## src/rtl/skmc_pkg.sv

```systemverilog
// skmc_pkg: shared types, constants and spacer pattern tables
// for the spacer k-mer mismatch counter; no dependencies

package skmc_pkg;

   // fixed field widths
   localparam int LEN_W     = 10;
   localparam int THR_W     = 16;
   localparam int IDX_W     = 6;
   localparam int BASE_W    = 3;
   localparam int DIGIT_W   = 3;
   localparam int CSR_ADDR_W = 2;
   localparam int CSR_DATA_W = 16;

   // parameter defaults
   localparam int DEF_NUM_SPACERS  = 43;
   localparam int DEF_PATTERN_LEN  = 25;
   localparam int DEF_COUNT_WIDTH  = 32;
   localparam int DEF_MAX_READ_LEN = 1000;

   // register reset values
   localparam logic [LEN_W-1:0] READ_LENGTH_RST = 10'd75;
   localparam logic [THR_W-1:0] THRESHOLD_RST   = 16'd4;

   // register indexes
   localparam logic [CSR_ADDR_W-1:0] REG_READ_LENGTH = 2'd0;
   localparam logic [CSR_ADDR_W-1:0] REG_THRESHOLD   = 2'd1;
   localparam logic [CSR_ADDR_W-1:0] REG_ORIENTATION = 2'd2;

   // base codes
   localparam logic [BASE_W-1:0] BASE_OTHER = 3'd4;
   localparam logic [BASE_W-1:0] CODE_NONE  = 3'd7;

   // pending counters always hold a whole read
   localparam int PEND_W = 10;

   // table geometry
   localparam int TAB_ROWS = 43;
   localparam int TAB_COLS = 25;

   typedef logic [BASE_W-1:0] base_type;

   // per-item control handed from the front stage to the cells
   typedef struct packed {
      logic cmp;
      logic commit;
      logic clear;
      logic report;
   } ctl_type;

   localparam logic [8*TAB_COLS-1:0] DIR_PAT [TAB_ROWS] = '{
      "ATAGAGGGTCGCCGGCTCTGGATCA", "CCTCATGCTTGGGCGACAGCTTTTG",
      "CCGTGCTTCCAGTGATCGCCTTCTA", "ACGTCATACGCCGACCAATCATCAG",
      "TTTTCTGACCACTTGTGCGGGATTA", "CGTCGTCATTTCCGGCTTCAATTTC",
      "GAGGAGAGCGAGTACTCGGGGCTGC", "CGTGAAACCGCCCCCAGCCTCGCCG",
      "ACTCGGAATCCCATGTGCTGACAGC", "TCGACACCCGCTCTAGTTGACTTCC",
      "GTGAGCAACGGCGGCGGCAACCTGG", "ATATCTGCTGCCCGCCCGGGGAGAT",
      "GACCATCATTGCCATTCCCTCTCCC", "GGTGTGATGCGGATGGTCGGCTCGG",
      "CTTGAATAACGCGCAGTGAATTTCG", "CGAGTTCCCGTCAGCGTCGTAAATC",
      "GCGCCGGCCCGCGCGGATGACTCCG", "CATGGACCCGGGCGAGCTGCAGATG",
      "TAACTGGCTTGGCGCTGATCCTGGT", "TTGACCTCGCCAGGAGAGAAGATCA",
      "TCGATGTCGATGTCCCAATCGTCGA", "ACCGCAGACGGCACGATTGAGACAA",
      "AGCATCGCTGATGCGGTCCAGCTCG", "CCGCCTGCTGGGTGAGACGTGCTCG",
      "GATCAGCGACCACCGCACCCTGTCA", "CTTCAGCACCACCATCATCCGGCGC",
      "GGATTCGTGATCTCTTCCCGCGGAT", "TGCCCCGGCGTTTAGCGATCACAAC",
      "AAATACAGGCTCCACGACACGACCA", "GGTTGCCCCGCGCCCTTTTCCAGCC",
      "TCAGACAGGTTCGCGTCGATCAAGT", "GACCAAATAGGTATCGGCGTGTTCA",
      "GACATGACGGCGGTGCCGCACTTGA", "AAGTCACCTCGCCCACACCGTCGAA",
      "TCCGTACGCTCGAAACGCTTCCAAC", "CGAAATCCAGCACCACATCCGCAGC",
      "CGCGAACTCGTCCACAGTCCCCCTT", "CGTGGATGGCGGATGCGTTGTGCGC",
      "GACGATGGCCAGTAAATCGGCGTGG", "CGCCATCTGTGCCTCATACAGGTCC",
      "GGAGCTTTCCGGCTTCTATCAGGTA", "ATGGTGGGACATGGACGAGCGCGAC",
      "CGCAGAATCGCACCGGGTGCGGGAG"
   };

   localparam logic [8*TAB_COLS-1:0] REV_PAT [TAB_ROWS] = '{
      "TGATCCAGAGCCGGCGACCCTCTAT", "CAAAAGCTGTCGCCCAAGCATGAGG",
      "TAGAAGGCGATCACTGGAAGCACGG", "CTGATGATTGGTCGGCGTATGACGT",
      "TAATCCCGCACAAGTGGTCAGAAAA", "GAAATTGAAGCCGGAAATGACGACG",
      "GCAGCCCCGAGTACTCGCTCTCCTC", "CGGCGAGGCTGGGGGCGGTTTCACG",
      "GCTGTCAGCACATGGGATTCCGAGT", "GGAAGTCAACTAGAGCGGGTGTCGA",
      "CCAGGTTGCCGCCGCCGTTGCTCAC", "ATCTCCCCGGGCGGGCAGCAGATAT",
      "GGGAGAGGGAATGGCAATGATGGTC", "CCGAGCCGACCATCCGCATCACACC",
      "CGAAATTCACTGCGCGTTATTCAAG", "GATTTACGACGCTGACGGGAACTCG",
      "CGGAGTCATCCGCGCGGGCCGGCGC", "CATCTGCAGCTCGCCCGGGTCCATG",
      "ACCAGGATCAGCGCCAAGCCAGTTA", "TGATCTTCTCTCCTGGCGAGGTCAA",
      "TCGACGATTGGGACATCGACATCGA", "TTGTCTCAATCGTGCCGTCTGCGGT",
      "CGAGCTGGACCGCATCAGCGATGCT", "CGAGCACGTCTCACCCAGCAGGCGG",
      "TGACAGGGTGCGGTGGTCGCTGATC", "GCGCCGGATGATGGTGGTGCTGAAG",
      "ATCCGCGGGAAGAGATCACGAATCC", "GTTGTGATCGCTAAACGCCGGGGCA",
      "TGGTCGTGTCGTGGAGCCTGTATTT", "GGCTGGAAAAGGGCGCGGGGCAACC",
      "ACTTGATCGACGCGAACCTGTCTGA", "TGAACACGCCGATACCTATTTGGTC",
      "TCAAGTGCGGCACCGCCGTCATGTC", "TTCGACGGTGTGGGCGAGGTGACTT",
      "GTTGGAAGCGTTTCGAGCGTACGGA", "GCTGCGGATGTGGTGCTGGATTTCG",
      "AAGGGGGACTGTGGACGAGTTCGCG", "GCGCACAACGCATCCGCCATCCACG",
      "CCACGCCGATTTACTGGCCATCGTC", "GGACCTGTATGAGGCACAGATGGCG",
      "TACCTGATAGAAGCCGGAAAGCTCC", "GTCGCGCTCGTCCATGTCCCACCAT",
      "CTCCCGCACCCGGTGCGATTCTGCG"
   };

   // base code of one pattern position; positions past the table never match
   function automatic base_type pattern_code(input int s, input int j, input logic rev);
      logic [7:0] ch;
      base_type   code;
      code = CODE_NONE;
      ch   = 8'h00;
      if (s < TAB_ROWS && j < TAB_COLS) begin
         ch = rev ? REV_PAT[s][8*(TAB_COLS-1-j) +: 8] : DIR_PAT[s][8*(TAB_COLS-1-j) +: 8];
      end
      case (ch)
         "A":     code = 3'd0;
         "C":     code = 3'd1;
         "G":     code = 3'd2;
         "T":     code = 3'd3;
         default: code = CODE_NONE;
      endcase
      return code;
   endfunction

endpackage

```

## src/rtl/skmc_cell.sv

```systemverilog
// skmc_cell: one spacer comparator with pending and total counters and
// one stage of the report shift chain; depends on skmc_pkg

module skmc_cell #(
   parameter int IDX         = 0,
   parameter int PATTERN_LEN = skmc_pkg::DEF_PATTERN_LEN,
   parameter int COUNT_WIDTH = skmc_pkg::DEF_COUNT_WIDTH
) (
   input  logic                         clock,
   input  logic                         reset,
   input  skmc_pkg::base_type           win [PATTERN_LEN],
   input  logic                         orient,
   input  skmc_pkg::ctl_type            ctl,
   input  logic                         shift,
   input  logic                         load_pres,
   input  logic [skmc_pkg::DIGIT_W-1:0] load_digit,
   input  logic [COUNT_WIDTH-1:0]       sh_in_exact,
   input  logic [COUNT_WIDTH-1:0]       sh_in_near,
   input  logic                         sh_in_pres,
   input  logic [skmc_pkg::DIGIT_W-1:0] sh_in_digit,
   output logic [COUNT_WIDTH-1:0]       tot_near,
   output logic [COUNT_WIDTH-1:0]       sh_exact,
   output logic [COUNT_WIDTH-1:0]       sh_near,
   output logic                         sh_pres,
   output logic [skmc_pkg::DIGIT_W-1:0] sh_digit
);
   import skmc_pkg::*;

   logic [PATTERN_LEN-1:0] mm;
   logic                   exact_hit, near_hit;
   logic [PEND_W-1:0]      pe_ff, pe_in, pn_ff, pn_in, pe_sum, pn_sum;
   logic [COUNT_WIDTH-1:0] te_ff, te_in, tn_ff, tn_in;
   logic [COUNT_WIDTH:0]   te_add, tn_add;
   logic [COUNT_WIDTH-1:0] she_ff, she_in, shn_ff, shn_in;
   logic                   shp_ff, shp_in;
   logic [DIGIT_W-1:0]     shd_ff, shd_in;

   // per-position mismatch against the selected pattern
   for (genvar j = 0; j < PATTERN_LEN; j++) begin : g_pos
      localparam base_type PD = pattern_code(IDX, j, 1'b0);
      localparam base_type PR = pattern_code(IDX, j, 1'b1);
      assign mm[j] = (win[j] != (orient ? PR : PD));
   end

   // zero or one differing base
   assign exact_hit = ctl.cmp && (mm == '0);
   assign near_hit  = ctl.cmp && ((mm & (mm - 1'b1)) == '0);

   assign pe_sum = pe_ff + {{(PEND_W-1){1'b0}}, exact_hit};
   assign pn_sum = pn_ff + {{(PEND_W-1){1'b0}}, near_hit};
   assign te_add = {1'b0, te_ff} + {{(COUNT_WIDTH+1-PEND_W){1'b0}}, pe_sum};
   assign tn_add = {1'b0, tn_ff} + {{(COUNT_WIDTH+1-PEND_W){1'b0}}, pn_sum};

   // pending and saturating totals
   always_comb begin
      pe_in = (ctl.commit || ctl.clear) ? '0 : pe_sum;
      pn_in = (ctl.commit || ctl.clear) ? '0 : pn_sum;
      te_in = te_ff;
      tn_in = tn_ff;
      if (ctl.commit) begin
         te_in = te_add[COUNT_WIDTH] ? '1 : te_add[COUNT_WIDTH-1:0];
         tn_in = tn_add[COUNT_WIDTH] ? '1 : tn_add[COUNT_WIDTH-1:0];
      end
   end

   // report snapshot and shift toward cell zero
   always_comb begin
      she_in = she_ff;
      shn_in = shn_ff;
      shp_in = shp_ff;
      shd_in = shd_ff;
      if (ctl.report) begin
         she_in = te_ff;
         shn_in = tn_ff;
         shp_in = load_pres;
         shd_in = load_digit;
      end else if (shift) begin
         she_in = sh_in_exact;
         shn_in = sh_in_near;
         shp_in = sh_in_pres;
         shd_in = sh_in_digit;
      end
   end

   always_ff @(posedge clock) begin
      if (reset) begin
         pe_ff <= '0;
         pn_ff <= '0;
         te_ff <= '0;
         tn_ff <= '0;
      end else begin
         pe_ff <= pe_in;
         pn_ff <= pn_in;
         te_ff <= te_in;
         tn_ff <= tn_in;
      end
   end

   always_ff @(posedge clock) begin
      she_ff <= she_in;
      shn_ff <= shn_in;
      shp_ff <= shp_in;
      shd_ff <= shd_in;
   end

   assign tot_near = tn_ff;
   assign sh_exact = she_ff;
   assign sh_near  = shn_ff;
   assign sh_pres  = shp_ff;
   assign sh_digit = shd_ff;

endmodule

```

## config.mk

```make
export PLATFORM = sky130hd
export DESIGN_NAME = skmc_cell
export DESIGN_NICKNAME = d
export VERILOG_FILES = /design/src/rtl/skmc_pkg.sv /design/src/rtl/skmc_cell.sv
export SDC_FILE = /design/constraint.sdc
export NUM_CORES = 1
export LEC_CHECK = 0
export BUFFER_PORTS_ARGS = -buffer_cell sky130_fd_sc_hd__buf_2
export CAP_MARGIN = 40
export CORE_MARGIN = 10
export CORE_UTILIZATION = 52
export DETAILED_ROUTE_END_ITERATION = 12
export GPL_TIMING_DRIVEN = 0
export MAX_ROUTING_LAYER = met4
export PLACE_DENSITY = 0.81
export SLEW_MARGIN = 40
export SYNTH_ARGS = -nofsm -noshare
export SYNTH_HDL_FRONTEND = slang
export SYNTH_SLANG_ARGS = --single-unit
```

## constraint.sdc

```tcl
create_clock -name clock -period 7.7 [get_ports clock]
set_input_delay 1.54 -clock clock [delete_from_list [all_inputs] [get_ports clock]]
set_output_delay 1.54 -clock clock [all_outputs]
set_load 0.005 [all_outputs]
```

==> qor.log, run 1 <==
[die] die footprint 20920 µm²
[pwr] power spent charging and discharging nets 420.7 µW
[setup_path] CP Depth 23
[finish] most common cell after layout, fill and taps aside buf_2
[sta] fin crit share 87.10%
[clock_tree] clock latency reported for the late side of the worst-skew pair 0.43 ns
[grt] vias in the first global route 7142
[logic_synthesis] register area share after synthesis 46.09%
[clock_tree] buffer depth of the longest clock path 2
[finish] layout-stage area growth over the synthesis result 26.05%
[setup_path] data required time of the critical path 8.03 ns
[setup_path] kind of critical path primary input to flip-flop
[sta] worst clock skew 0.009377 ns
[sta] unrepaired setup endpoints after global routing no
[sta] max-slew violation count 0
[setup_path] Max stage delay cell, worst path a2111oi_2
[pwr] clock share of power 42.3%
[place] Final HPWL DP 18270 µm
[finish] Post-Route Utilization 66.99%
[sta] Final setup violation count 0
[run_status] status completed
[pwr] share of total power in combinational logic 9.9%
[finish] Register Area 3724 µm²
[sta] worst slew pin tran 0.7608 ns
[routing] overall via count from detail_route 7146
[die] boundary pin count 255
[setup_path] Critical R2R Launch pe_ff[0]
[setup_path] kind of end point of the critical path flip-flop
[min_path] class of the tightest hold or removal check flip-flop to flip-flop
[grt] overflow left after global routing 0
[setup_path] critical path cell sequence buf_2, buf_4, buf_6, xor2_1, nor3b_1, nand4_1, nor2_1, o211ai_1, a221o_1, a2111oi_2, ha_1, ha_1, nand3_1, xnor2_1, ha_1, o21a_1, o31a_1, o21ai_0, a21oi_1, a41o_1, clkbuf_1, a31oi_1, a311oi_1
[clock_tree] hold-fix buffers at CTS 0
[logic_synthesis] number of synthesized flops with an enable pin 68
[clock_tree] quantity of gates resized following cts 0
[die] initial core utilization 53.14%
[setup_path] data arrival time of the critical path 7.04 ns
[finish] layout cell share with drive strength beyond 1 35.72%
[clock_tree] clock tree root driver cell clkbuf_16
[grt] Global Route Usage Sum 22.41%
[die] total number of placement rows 45
[routing] final routed DRC violation total 0
[logic_synthesis] number of distinct library cells after synthesis 68
[clock_tree] Setup Buffers After CTS 0
[die] area of the core region 15200 µm²
[setup_path] crit-path leading delay family compound AO/OA/AOI/OAI gates
[logic_synthesis] synthesized instance count 761
[grt] pin count of the biggest net entering global routing 37
[routing] Total Wirelength 23440 µm
[place] Port-buffer cells 253
[finish] final net count 1215
[logic_synthesis] FF+latch count, synth 152
[pwr] VDD IR-drop max 161.0 µV
[clock_tree] Clock H-tree levels 4
[pwr] internal cell power 1.460 mW
[pwr] power per cell area 184.6 nW/µm²
[sta] final number of hold-violating endpoints 0
[setup_path] depth of the most critical reg-to-reg path 11
[setup_path] crit-path max cell delay 0.46 ns
[routing] 1st-pass router iterations 5
[setup_path] largest fanout of any net on the critical path 10
[clock_tree] number of buffers added by the clock tree synthesis step 17
[clock_tree] TritonCTS clock tree done
[sta] maximum clock frequency 149.1 MHz
[pwr] static leakage 4.402 nW
[routing] number of nets with antenna violations after routing 0
[pwr] switching share of power 22.37%
[finish] most frequent cells in the layout buf_2 (253), dfxtp_1 (84), mux2_2 (68), edfxtp_1 (68), nor2_1 (57)
[logic_synthesis] post-synthesis average cell area 10.62 µm²
[logic_synthesis] post-synth net total 942
[setup_path] first element of the critical path orient
[job] Max-cap violations 0
[finish] area of combinational cells with multiple inputs 4182 µm²
[setup_path] R2R setup slack 4.32 ns
[routing] drt wl/cell 18.90 µm
[pwr] total design power 1.880 mW
[grt] initial antenna violation count 5
[die] die outline height 144.6 µm
[logic_synthesis] proportion of register bits with asynchronous set or reset after synthesis 0%
[setup_path] crit-path most repeated cell ha_1
[sta] max_slew headroom 49.28%
[pwr] fraction of power consumed by sequential logic 47.8%
[logic_synthesis] Netlist Area Pre-Place 8079 µm²
[place] weighted congestion at the end of routability-driven global placement 0.9236
[setup_path] Worst Path Buf+Inv 4
[finish] total of fill cells in the finished design 1196
[routing] via density per instance 5.763
[clock_tree] total number of clock tree sinks 152
[clock_tree] post-CTS clock slew at the launch and capture registers of the worst setup and hold paths 0.06 ns
[setup_path] worst flop-to-flop path endpoint te_ff[31]
[die] DIE WIDTH 144.6 µm
[setup_path] destination of the critical timing path tot_near[28]
[sta] worst hold slack 0.5073 ns
[setup_path] Setup crit start kind primary input
[logic_synthesis] prevailing post-synth register cell dfxtp_1
[sta] total negative setup slack 0 ns
[grt] first-pass GRT wire length 36210 µm
[routing] 1st-iter DRT viols 430
[sta] fin crit period 6.707 ns
[logic_synthesis] yosys synthesis warning count 0
[power groups by stage]
| stage | logic (mW) | clock network [mW] | registers [mW] |
|---|---|---|---|
| 6_report | 0.186 | 0.796 | 0.898 |
| 2_1_floorplan | 0.0801 | 0 | 0.919 |
| 5_1_grt | 0.205 | 0.844 | 0.902 |
| 4_1_cts | 0.188 | 0.807 | 0.899 |
| 3_3_place_gp | 0.182 | 0 | 0.914 |
| 3_5_place_dp | 0.187 | 0 | 0.916 |
[worst min-delay path by stage]
stage | depth (start not counted) | startpoint | endpoint | slack [ns]
global route | 2 | te_ff[3] | te_ff[3] | 0.53
floorplan | 1 | te_ff[19] | te_ff[19] | 0.44
detailed placement | 1 | te_ff[14] | te_ff[14] | 0.50
global placement | 1 | te_ff[14] | te_ff[14] | 0.49
finish | 2 | te_ff[2] | te_ff[2] | 0.51
CTS | 1 | te_ff[31] | te_ff[31] | 0.51
[metrics by stage]
stage	area, µm²	cells	worst slack [ns]
finish	10180	1240	0.9930
global route	10180	1240	0.6434
CTS	10170	1235	1.031
detailed placement	9603	1203	0.6271
global placement	9580	1202	0.6935
floorplan	8079	761	1.671
[cell usage after synthesis (16+ instances only)]
library cell   n  share of area, %
a211oi_1      29               2.7
nor2_1        57               2.6
ha_1          24               3.7
dfxtp_1       84                21
clkbuf_1      24               1.1
a21oi_1       43               2.7
nand2_1       27               1.3
a31oi_1       20               1.5
nand3_1       31               1.9
nor3_1        16              0.99
and2_1        28               2.2
xor2_1        30               3.3
mux2_2        68               9.5
xnor2_1       23               2.5
o21ai_0       17               1.1
and3_1        19               1.5
edfxtp_1      68                25
[area by class of cell]
class / instances / area share (%)
diodes: 5 / 0.1229
plain buffers: 31 / 1.376
clock buffers: 25 / 4.878
clock inverters: 7 / 0.6880
inverters: 10 / 0.3686
multi-input cells: 568 / 41.06
flip-flops and latches: 152 / 36.56
well taps: 188 / 2.310
repair buffers: 254 / 12.63
[routing by layer]
metal	vias to the layer above	wire [µm]	track usage (%)
met2	301	11360	35.90
met5	-	0	-
met1	3361	9489	26.09
li1	3435	-	-
met3	49	2006	6.592
met4	0	582	8.670
[cell families (layout without fill, tap and decap cells)]
| group | count (synthesis) | after routing | synth area share (%) |
|---|---|---|---|
| other | 0 | 5 | 0 |
| and+or+nand+nor | 251 | 251 | 17.67 |
| buffers and inverters | 41 | 327 | 2.184 |
| AOI/OAI and AO/OA | 164 | 164 | 13.88 |
| muxes | 73 | 73 | 10.10 |
| DFF | 152 | 152 | 46.09 |
| xor gates and xnor gates | 53 | 53 | 5.746 |
| adders and majority gates | 27 | 27 | 4.336 |
[state kept, by name, summed over array words and instances (netlist names)]
register / cells
pe_ff: 10
pn_ff: 10
sh_digit: 3
sh_exact: 32
sh_near: 32
sh_pres: 1
te_ff: 32
tot_near: 32
[worst register-to-register path: stages (launching register included)]
cell and delay [ns]:
dfxtp_1 0.31, ha_1 0.23, ha_1 0.24, xor2_1 0.23
ha_1 0.32, o21ai_0 0.23, o21ai_0 0.13, a311o_1 0.34
a21oi_1 0.57, nor3_1 0.23, and4_1 0.26, a211oi_1 0.20
Note: power is estimated with default switching activity, not from simulation.
==> run 2: changes to the inputs <==
--- a/config.mk
+++ b/config.mk
@@ -13,6 +13,7 @@
 export GPL_TIMING_DRIVEN = 0
 export MAX_ROUTING_LAYER = met4
 export PLACE_DENSITY = 0.81
+export RECOVER_POWER = 50
 export SLEW_MARGIN = 40
 export SYNTH_ARGS = -nofsm -noshare
 export SYNTH_HDL_FRONTEND = slang
==> constraint.sdc (replaced) <==
create_clock -name clock -period 7.7 [get_ports clock]
set_input_delay 1.54 -clock clock [delete_from_list [all_inputs] [get_ports clock]]
set_output_delay 1.54 -clock clock [all_outputs]
set_load 0.1 [all_outputs]
==> run 2 against run 1 <==
Effect of this change: core utilization is 0.81 points lower; routed wire length is 0.14% higher; combinational power is 130% higher; count of clock-buffer cells in the layout stayed put; register-to-register slack hardly changed; non-clock buffer count stayed put; power is 13% higher; via count is 0.22% higher; sequential cell count stayed put; sequential share of layout area is 0.45 points higher; critical endpoint unchanged.
==> qor.log, run 2 (same netlist as run 1, synthesis figures left out) <==
[finish] final net count 1215
[routing] overall via count from detail_route 7162
[clock_tree] hold-fix buffers at CTS 0
[clock_tree] total number of clock tree sinks 152
[setup_path] Worst Path Buf+Inv 4
[min_path] Hold Path End te_ff[2]
[sta] fin crit period 6.735 ns
[pwr] static leakage 4.060 nW
[die] area of the core region 15200 µm²
[grt] pin count of the biggest net entering global routing 37
[clock_tree] clock latency reported for the late side of the worst-skew pair 0.43 ns
[die] total number of placement rows 45
[job] Max-cap violations 0
[die] boundary pin count 255
[die] die outline height 144.6 µm
[setup_path] largest fanout of any net on the critical path 10
[routing] final routed DRC violation total 0
[clock_tree] clock tree root driver cell clkbuf_16
[die] die footprint 20920 µm²
[setup_path] data arrival time of the critical path 7.07 ns
[clock_tree] number of buffers added by the clock tree synthesis step 17
[setup_path] depth of the most critical reg-to-reg path 11
[place] Port-buffer cells 253
[sta] max_slew headroom 15.06%
[setup_path] crit-path most repeated cell ha_1
[setup_path] R2R setup slack 4.32 ns
[finish] layout-stage area growth over the synthesis result 24.53%
[run_status] status completed
[place] instance area after placement 9603 µm²
[setup_path] Critical R2R Launch pe_ff[0]
[pwr] power per cell area 210.7 nW/µm²
[sta] final number of hold-violating endpoints 0
[clock_tree] TritonCTS clock tree done
[place] Final HPWL DP 18270 µm
[finish] final design instance area without fill 10060 µm²
[setup_path] kind of end point of the critical path flip-flop
[routing] via density per instance 5.776
[min_path] Worst Hold Depth 2
[setup_path] crit-path leading delay family compound AO/OA/AOI/OAI gates
[grt] vias in the first global route 7142
[sta] fin crit share 87.47%
[grt] Global Route Usage Sum 22.41%
[finish] most common cell after layout, fill and taps aside buf_2
[grt] met2 GRT Util 35.90%
[clock_tree] quantity of gates resized following cts 0
[min_path] startpoint of the tightest hold check path te_ff[2]
[clock_tree] Clock H-tree levels 4
[setup_path] critical path cell sequence buf_2, buf_4, buf_6, xor2_1, nor3b_1, nand4_1, nor2_1, o211ai_1, a221o_1, a2111oi_2, ha_1, ha_1, nand3_1, xnor2_1, ha_1, o21a_1, o31a_1, o21ai_0, a21oi_1, a41o_1, clkbuf_1, a31oi_1, a311oi_1
[die] initial core utilization 53.14%
[grt] global routing usage on met3 6.592%
[routing] drt wl/cell 18.93 µm
[grt] overflow left after global routing 0
[clock_tree] post-CTS clock slew at the launch and capture registers of the worst setup and hold paths 0.06 ns
[sta] max-slew violation count 0
[min_path] class of the tightest hold or removal check flip-flop to flip-flop
[place] weighted congestion at the end of routability-driven global placement 0.9236
[grt] initial antenna violation count 5
[finish] layout cell share with drive strength beyond 1 26.07%
[routing] Total Wirelength 23470 µm
[finish] most frequent cells in the layout buf_2 (156), clkbuf_1 (128), dfxtp_1 (84)
[finish] non-filler cells, final 1240
[sta] worst clock skew 0.009965 ns
[routing] 1st-iter DRT viols 514
[sta] worst slew pin tran 1.280 ns
[setup_path] data required time of the critical path 8.03 ns
[place] number of cells in the design after placement 1203
[grt] met1 Track Usage GR 26.09%
[routing] number of nets with antenna violations after routing 0
[pwr] VDD IR-drop max 161.6 µV
[clock_tree] buffer depth of the longest clock path 2
[routing] 1st-pass router iterations 5
[sta] total negative setup slack 0 ns
[grt] busiest grt layer met2
[clock_tree] Setup Buffers After CTS 0
[sta] Final setup violation count 0
[setup_path] crit-path max cell delay 0.46 ns
[setup_path] Max stage delay cell, worst path a2111oi_2
[sta] unrepaired setup endpoints after global routing no
[setup_path] kind of critical path primary input to flip-flop
[grt] first-pass GRT wire length 36210 µm
[die] DIE WIDTH 144.6 µm
[sta] maximum clock frequency 148.5 MHz
[setup_path] worst flop-to-flop path endpoint te_ff[31]
[setup_path] Setup crit start kind primary input
[run 2: cell count changes in the layout (fill, tap and decap cells not counted)]
cell | before | now
buf_2 | 253 | 156
mux2_2 | 68 | 65
buf_1 | 2 | 1
clkbuf_2 | 1 | 0
mux2_1 | 0 | 3
clkbuf_1 | 29 | 128
[run 2: worst max path at each step]
stage | startpoint | end | slack (ns) | depth (start not counted)
global placement | orient | tot_near[22] | 0.69 | 20
CTS | orient | tot_near[28] | 1.03 | 21
finish | orient | tot_near[28] | 0.97 | 23
detailed placement | orient | tot_near[29] | 0.63 | 20
floorplan | orient | tot_near[22] | 1.67 | 19
global route | orient | tot_near[28] | 0.64 | 23
[run 2: worst min-delay path, stage by stage (launching register included)]
cell and delay, ns:
dfxtp_1 0.32, nor2_1 0.09, a211oi_1 0.05
[run 2: metal layers]
metal / up-vias / part of all wire [%]
met5: - / 0
met4: 0 / 2.4
met3: 47 / 8.6
met2: 307 / 49
met1: 3372 / 40
li1: 3436 / -
[run 2: metrics by stage]
step / util [%] / total power [mW] / hold WS [ns] / worst slack (ns)
5_1_grt: 66.18 / 2.191 / 0.5271 / 0.6434
3_3_place_gp: 63.02 / 1.345 / 0.4895 / 0.6935
3_5_place_dp: 63.17 / 1.352 / 0.4950 / 0.6271
6_report: 66.18 / 2.120 / 0.5073 / 0.9651
4_1_cts: 66.90 / 2.143 / 0.5088 / 1.031
2_1_floorplan: - / 1.250 / 0.4446 / 1.670
[run 2: power breakdown]
group          switching [mW]  leakage (nW)  internal (mW)
sequential             0.0142          1.40          0.885
combinational           0.340          2.38         0.0848
clock                   0.316         0.276          0.480
total                   0.670          4.06           1.45
[run 2: cell type report]
class / count / area [µm²]
Inverter: 10 / 37.54
Clock inverter: 7 / 70.07
Timing Repair Buffer: 254 / 1165
Fill cell: 1256 / 5141
Clock buffer: 25 / 496.7
Sequential cell: 152 / 3724
Tap cell: 188 / 235.2
Multi-Input combinational cell: 568 / 4182
Buffer: 31 / 138.9
Antenna cell: 5 / 12.51
